`config.mk`:
```
export PLATFORM = sky130hd
export DESIGN_NAME = sorted_priority_queue_core
export DESIGN_NICKNAME = d
export VERILOG_FILES = /design/src/spq_pkg.sv /design/src/spq_ctrl.sv /design/src/spq_datapath.sv /design/src/sorted_priority_queue_core.sv
export SDC_FILE = /design/constraint.sdc
export NUM_CORES = 2
export LEC_CHECK = 0
export BUFFER_PORTS_ARGS = -buffer_cell sky130_fd_sc_hd__buf_2
export CORE_ASPECT_RATIO = 1.4
export CORE_UTILIZATION = 50
export CTS_BUF_LIST = sky130_fd_sc_hd__clkbuf_4
export DETAILED_ROUTE_END_ITERATION = 12
export HOLD_SLACK_MARGIN = 0.08
export PLACE_DENSITY = 0.63
export SLEW_MARGIN = 25
export SYNTH_ARGS = -nofsm -noshare
export SYNTH_HDL_FRONTEND = slang
export SYNTH_SLANG_ARGS = --single-unit
```
`constraint.sdc`:
```
create_clock -name clk_i -period 12.7 [get_ports clk_i]
set_clock_uncertainty 0.2 [all_clocks]
set_input_delay 0 -clock clk_i [delete_from_list [all_inputs] [get_ports clk_i]]
set_output_delay 0 -clock clk_i [all_outputs]
set_load 0.1 [all_outputs]
```
`src/spq_pkg.sv`:
```
// ----------------------------------------------------------------------------
// Sorted priority queue - package
// Shared payload types, operation and status codes, control struct.
// ----------------------------------------------------------------------------
`default_nettype none

package spq_pkg;

  typedef logic signed [31:0] value_t;
  typedef logic signed [15:0] prio_t;
  typedef logic        [1:0]  mode_t;
  typedef logic        [1:0]  status_t;

  // operation codes
  localparam mode_t MODE_ENQUEUE  = 2'd0;
  localparam mode_t MODE_DEQUEUE  = 2'd1;
  localparam mode_t MODE_CONTAINS = 2'd2;
  localparam mode_t MODE_NOP      = 2'd3;

  // status codes
  localparam status_t STATUS_OK        = 2'd0;
  localparam status_t STATUS_UNDERFLOW = 2'd1;
  localparam status_t STATUS_OVERFLOW  = 2'd2;

  // controller to datapath commands
  typedef struct packed {
    logic load;   // capture the incoming transaction
    logic exec;   // apply the operation to the slot chain
    logic resp;   // result is on the ports this cycle
  } cmd_t;

endpackage

`default_nettype wire

```
`src/spq_ctrl.sv`:
```
// ----------------------------------------------------------------------------
// Sorted priority queue - controller
// One-hot sequencer: idle, execute, respond.
// ----------------------------------------------------------------------------
`default_nettype none

module spq_ctrl (
  input  logic          clk_i,
  input  logic          rst_ni,
  input  logic          start_i,
  output logic          busy_o,
  output spq_pkg::cmd_t cmd_o
);
  import spq_pkg::*;

  typedef enum logic [2:0] {
    StIdle = 3'b001,
    StExec = 3'b010,
    StResp = 3'b100
  } state_e;

  state_e state_q, state_d;

  always_comb begin
    state_d = state_q;
    unique case (state_q)
      StIdle: begin
        if (start_i) state_d = StExec;
      end
      StExec: state_d = StResp;
      StResp: state_d = StIdle;
      default: state_d = StIdle;
    endcase
  end

  always_ff @(posedge clk_i or negedge rst_ni) begin
    if (!rst_ni) begin
      state_q <= StIdle;
    end else begin
      state_q <= state_d;
    end
  end

  assign busy_o     = (state_q != StIdle);
  assign cmd_o.load = (state_q == StIdle) && start_i;
  assign cmd_o.exec = (state_q == StExec);
  assign cmd_o.resp = (state_q == StResp);

endmodule

`default_nettype wire

```
`src/spq_datapath.sv`:
```
// ----------------------------------------------------------------------------
// Sorted priority queue - datapath
// Shifting sorted slot chain with per-slot compare and match.
// ----------------------------------------------------------------------------
`default_nettype none

module spq_datapath #(
  parameter  int unsigned CAPACITY = 16,
  localparam int unsigned CntW     = $clog2(CAPACITY + 1)
) (
  input  logic             clk_i,
  input  logic             rst_ni,
  input  spq_pkg::cmd_t    cmd_i,
  input  spq_pkg::mode_t   mode_i,
  input  spq_pkg::value_t  item_value_i,
  input  spq_pkg::prio_t   item_priority_i,
  output spq_pkg::status_t status_o,
  output spq_pkg::value_t  removed_value_o,
  output logic             found_o,
  output logic             head_valid_o,
  output spq_pkg::value_t  head_value_o,
  output logic [CntW-1:0]  occupancy_o
);
  import spq_pkg::*;

  // captured transaction
  mode_t  mode_q;
  value_t ival_q;
  prio_t  ipri_q;

  // slot chain, slot 0 is the head
  value_t val_q [CAPACITY];
  prio_t  pri_q [CAPACITY];
  value_t val_d [CAPACITY];
  prio_t  pri_d [CAPACITY];
  logic [CntW-1:0] count_q, count_d;

  logic [CAPACITY-1:0] vld, ge, match_d, match_q;
  status_t status_q, status_d;
  value_t  removed_q, removed_d;

  logic full, empty, do_enq, do_deq;

  assign full   = (count_q == CntW'(CAPACITY));
  assign empty  = (count_q == '0);
  assign do_enq = (mode_q == MODE_ENQUEUE) && !full;
  assign do_deq = (mode_q == MODE_DEQUEUE) && !empty;

  for (genvar i = 0; i < CAPACITY; i++) begin : g_slot
    assign vld[i]     = (CntW'(i) < count_q);
    // slots past the fill level count as lower priority than anything
    assign ge[i]      = !vld[i] || (pri_q[i] >= ipri_q);
    assign match_d[i] = (mode_q == MODE_CONTAINS) && vld[i] && (val_q[i] == ival_q);

    always_comb begin
      val_d[i] = val_q[i];
      pri_d[i] = pri_q[i];
      if (do_enq) begin
        if (i > 0 && ge[(i > 0) ? i - 1 : 0]) begin
          val_d[i] = val_q[(i > 0) ? i - 1 : 0];
          pri_d[i] = pri_q[(i > 0) ? i - 1 : 0];
        end else if (ge[i]) begin
          val_d[i] = ival_q;
          pri_d[i] = ipri_q;
        end
      end else if (do_deq && i < CAPACITY - 1) begin
        val_d[i] = val_q[(i < CAPACITY - 1) ? i + 1 : i];
        pri_d[i] = pri_q[(i < CAPACITY - 1) ? i + 1 : i];
      end
    end
  end

  always_comb begin
    count_d   = count_q;
    status_d  = STATUS_OK;
    removed_d = '0;
    case (mode_q)
      MODE_ENQUEUE: begin
        if (full) status_d = STATUS_OVERFLOW;
        else      count_d  = count_q + CntW'(1);
      end
      MODE_DEQUEUE: begin
        if (empty) begin
          status_d = STATUS_UNDERFLOW;
        end else begin
          removed_d = val_q[0];
          count_d   = count_q - CntW'(1);
        end
      end
      default: ;
    endcase
  end

  always_ff @(posedge clk_i or negedge rst_ni) begin
    if (!rst_ni) begin
      count_q <= '0;
    end else if (cmd_i.exec) begin
      count_q <= count_d;
    end
  end

  always_ff @(posedge clk_i) begin
    if (cmd_i.load) begin
      mode_q <= mode_i;
      ival_q <= item_value_i;
      ipri_q <= item_priority_i;
    end
    if (cmd_i.exec) begin
      val_q     <= val_d;
      pri_q     <= pri_d;
      match_q   <= match_d;
      status_q  <= status_d;
      removed_q <= removed_d;
    end
  end

  assign status_o        = status_q;
  assign removed_value_o = removed_q;
  assign found_o         = |match_q;
  assign head_valid_o    = !empty;
  assign head_value_o    = empty ? '0 : val_q[0];
  assign occupancy_o     = count_q;

endmodule

`default_nettype wire

```
`src/sorted_priority_queue_core.sv`:
```
// ----------------------------------------------------------------------------
// Sorted priority queue - top level
// Bounded queue kept in priority order; enqueue, dequeue and contains.
// ----------------------------------------------------------------------------
// Sequence: a transaction taken in idle is applied to the slot chain in the
//   execute state; its result is strobed (valid_o) in the respond state.
// Handshake: a new transaction is taken only in idle, after the respond
//   state of the last; busy is high in the execute and respond states.
// Reset: rst_ni clears the sequencer and fill count; slots stay unseen until
//   written. The receiver cannot stall; valid_o is a one-cycle strobe.
// ----------------------------------------------------------------------------
`default_nettype none

module sorted_priority_queue_core #(
  parameter  int unsigned CAPACITY = 16,
  localparam int unsigned CntW     = $clog2(CAPACITY + 1)
) (
  input  logic             clk_i,
  input  logic             rst_ni,
  // command side
  input  logic             start,
  output logic             busy,
  input  spq_pkg::mode_t   mode_i,
  input  spq_pkg::value_t  item_value_i,
  input  spq_pkg::prio_t   item_priority_i,
  // result side
  output logic             valid_o,
  output spq_pkg::status_t status_o,
  output spq_pkg::value_t  removed_value_o,
  output logic             found_o,
  output logic             head_valid_o,
  output spq_pkg::value_t  head_value_o,
  output logic [CntW-1:0]  occupancy_o
);
  import spq_pkg::*;

  cmd_t cmd;

  // Sequencer: a transaction is captured in idle, applied to the slot
  // chain in the execute cycle, and its result is presented for one cycle.
  spq_ctrl u_ctrl (
    .clk_i   (clk_i),
    .rst_ni  (rst_ni),
    .start_i (start),
    .busy_o  (busy),
    .cmd_o   (cmd)
  );

  // Slot chain: every slot compares its priority with the new entry in
  // parallel, so an insert or a removal is a single shift of the chain.
  // Ties place the new entry ahead, so newer entries go first.
  spq_datapath #(
    .CAPACITY (CAPACITY)
  ) u_dp (
    .clk_i           (clk_i),
    .rst_ni          (rst_ni),
    .cmd_i           (cmd),
    .mode_i          (mode_i),
    .item_value_i    (item_value_i),
    .item_priority_i (item_priority_i),
    .status_o        (status_o),
    .removed_value_o (removed_value_o),
    .found_o         (found_o),
    .head_valid_o    (head_valid_o),
    .head_value_o    (head_value_o),
    .occupancy_o     (occupancy_o)
  );

  // Result fields are held in registers; the strobe marks the one cycle
  // in which they belong to the finished transaction.
  assign valid_o = cmd.resp;

endmodule

`default_nettype wire

```
==> impl_metrics.yaml <==
cts:
  ctsResizeCount: 0
  path_clk_slew_ns: 0.08
  cts_made_buffers: 222
  htree_levels: 4
  cts_tree: "done"
  post-cts-setup-buffers: 0
  clockRootBuffer: "clkbuf_4"
  hold_buffers: 154
  insertion_delay_ns: 1.21
  cts.sinks: 876
  cts_buffer_depth: 3
detailed_routing:
  routed_wl_mm: 193
  wl_per_cell_um: 28.5
  drcViolationCount: 0
  vias: 44000
  ant_nets: 0
  routed_via_density: 6.48
  dr.pass1.iters: 5
  drtIter0Drc: 4762
placement:
  gp_congestion: 1.00
  place_area_um2: 54700
  port_buffers: 127
  post-place-ws_ns: 7.06
  dp_hpwl_mm: 137
finish:
  finalInstanceArea_um2: 59100
  final_nets: 5579
  drive_gt1_share_pct: 12.3
  post-route-util_pct: 56.1
  area_growth_pct: 11.4
floorplanning:
  num_io_pins: 128
  start_util_pct: 50.4
  num_rows: 141
  design.core.area_um2: 105000
  die_area_um2: 107000
  die_y_um: 387
  die_x_um: 277
synth:
  ys_seq_area_share_pct: 49.5
  yosys_warnings: 0
  synthTopCellsByArea: "edfxtp_1, o211ai_1, ha_1, nand2_1, nand3_1"
  netlist_instances: 5115
  synth_top_cell_area_share_pct: 49.1
  ys_types: 67
  syn_area_um2: 53000
  avgSynthCellArea_um2: 10.4
  synth_nets: 5427
  yosys_register_bits: 876
  yosysTopAreaCell: "edfxtp_1"
  yosys_most_used_dff: "edfxtp_1"
  synth_edf_count: 868
  async_flop_share_pct: 0.913
pwr:
  pwr-share-clk_pct: 23.0
  leakage_nw: 21.1
  p_per_area_nw_per_um2: 188
  p_sw_share_pct: 43.6
  combPwrFrac_pct: 41.0
  ir_drop_uv: 155
  pwr-share-seq_pct: 35.9
  intPower_w: 0.00626
  p_switching_w: 0.00483
run_status:
  outcome: "finished clean"
worst_setup_path:
  crit_type: "reg -> reg"
  crit_fanout: 68
  crit_path_end_kind: "flip-flop"
  reg2reg_depth: 10
  cp_data_required_time_ns: 13.32
  timing.rr.end: "u_dp.val_q[214]"
  critPathArrivalTime_ns: 6.25
  r2r_slack_ns: 7.06
  rr_startpoint: "u_dp.ipri_q[10]"
  cp-start-kind: "flip-flop"
worst_hold_path:
  min_path_type: "in -> reg"
  holdPathStages: 3
  hold_start: "item_priority_i[4]"
  hold-path-endpoint: "u_dp.ipri_q[4]"
job:
  cap_violations: 0
timing:
  clock.fmax_ghz: 0.177
  hold_ws_ns: 0.257
  fin_ws_ns: 7.06
  worstMarginPinSlew_ns: 1.14
  tns_ns: 0
  finalCriticalPeriod_ns: 5.64
  post-route-period-util_pct: 44.4
  max_slew_margin_pct: 23.9
  hold_viol_final: 0
  rsz0062_at_grt: "no"
  setup_viol: 0
  drv_slew: 0
global_routing:
  grt_pass1_wl_mm: 282
  gr-usage-all-layers_pct: 35.3
  grt_antenna_before_repair: 4
  grt_pass1_vias: 43600
  grt_max_degree: 199
  grt-ovfl-total: 0
[critical path: stages (launching register included)]
cell and delay [ns]:
edfxtp_1 0.41, inv_1 0.67, ha_1 0.39, nand4_1 0.16
a2111oi_0 0.10, nor4_1 0.54, mux2i_4 0.93, buf_4 0.69
nor3_1 0.17, nor2_4 0.37, buf_4 0.54
[cell usage in the layout, fill, tap and decap left out, drive strengths merged, types with 60 or more instances in the layout]
cell type / Yosys / final
a21oi: 164 / 164
a221o: 64 / 64
buf: 127 / 231
clkbuf: 330 / 331
dlygate4sd3: 0 / 154
edfxtp: 868 / 868
ha: 259 / 259
inv: 56 / 60
mux2i: 136 / 136
nand2: 772 / 772
nand3: 525 / 525
nand4: 117 / 117
nor2: 180 / 180
nor4: 98 / 98
o211ai: 479 / 479
o21ai: 94 / 94
xnor2: 238 / 238
xor2: 265 / 265
[final cells by class]
type | count | area, um^2
antenna | 5 | 12.5
clock buffer | 331 | 2480
clock inverter | 52 | 360
fill | 9280 | 46300
inverter | 56 | 210
multi-input combinational | 3726 | 25000
sequential | 876 | 26300
tap | 1358 | 1700
timing repair buffer | 385 | 3020
[cells in the mapped netlist (31+ instances only)]
master and count:
nor3_1 33, a21oi_1 164, ha_1 259, a21o_1 31, edfxtp_1 868, nand3_1 525
mux2_2 50, nand4_1 117, nand2_1 772, a221o_1 64, o21ai_0 65, buf_2 48
mux2i_1 134, nor4_1 98, clkbuf_1 330, and2_1 34, nor2b_1 50, xnor2_1 238
buf_1 60, o211ai_1 479, nor2_1 180, inv_1 56, xor2_1 265
[routing by layer]
layer	global-route usage, %	part of all wire [%]	vias up	wire length (um)
met1	40.0	36	21800	69700
met2	60.0	50	2079	95800
li1	-	-	19500	-
met3	5.87	6.5	608	12600
met5	0	0	-	0
met4	25.8	7.9	0	15300
[sequential cells by signal, indices dropped and copies added, names as in the netlist]
register	flops
u_ctrl.state_q	3
u_dp.ipri_q	16
u_dp.ival_q	32
u_dp.match_q	16
u_dp.mode_q	2
u_dp.occupancy_o	5
u_dp.pri_q	256
u_dp.removed_value_o	32
u_dp.status_o	2
u_dp.val_q	512
[cell families after synthesis]
group           count (synthesis)  share of synthesized area [%]
compound gates                925                           12.3
fa+ha+maj                     259                           6.11
simple gates                 1853                           16.2
xor+xnor                      503                           8.31
mux                           186                           3.64
buf+inv                       513                           3.94
flops                         876                           49.5
[per-stage QoR]
step,instances,power (W)
after global routing,6786,0.0116
after detailed placement,6247,0.00846
after floorplan,5115,0.00715
after global placement,6247,0.00839
after CTS,6784,0.0110
final,6789,0.0111
[power groups by stage]
stage / clock (W) / combinational, W / sequential [W]
final: 0.00256 / 0.00455 / 0.00399
after global routing: 0.00272 / 0.00484 / 0.00400
after CTS: 0.00259 / 0.00447 / 0.00398
after detailed placement: 0 / 0.00443 / 0.00404
after global placement: 0 / 0.00436 / 0.00403
after floorplan: 0 / 0.00309 / 0.00406
[worst max-delay path by stage]
| stage | startpoint | end | slack (ns) | cells after the start |
|---|---|---|---|---|
| 2_1_floorplan | u_ctrl.state_q[2] | u_dp.pri_q[176] | 4.31 | 4 |
| 3_3_place_gp | u_dp.ipri_q[11] | u_dp.val_q[208] | 7.23 | 10 |
| 3_5_place_dp | u_dp.ipri_q[10] | u_dp.val_q[208] | 7.06 | 10 |
| 4_1_cts | u_dp.ipri_q[10] | u_dp.val_q[192] | 7.03 | 10 |
| 5_1_grt | u_dp.ipri_q[10] | u_dp.val_q[214] | 6.74 | 10 |
| 6_report | u_dp.ipri_q[10] | u_dp.val_q[214] | 7.06 | 10 |
Power figures use the tool's default switching activity.
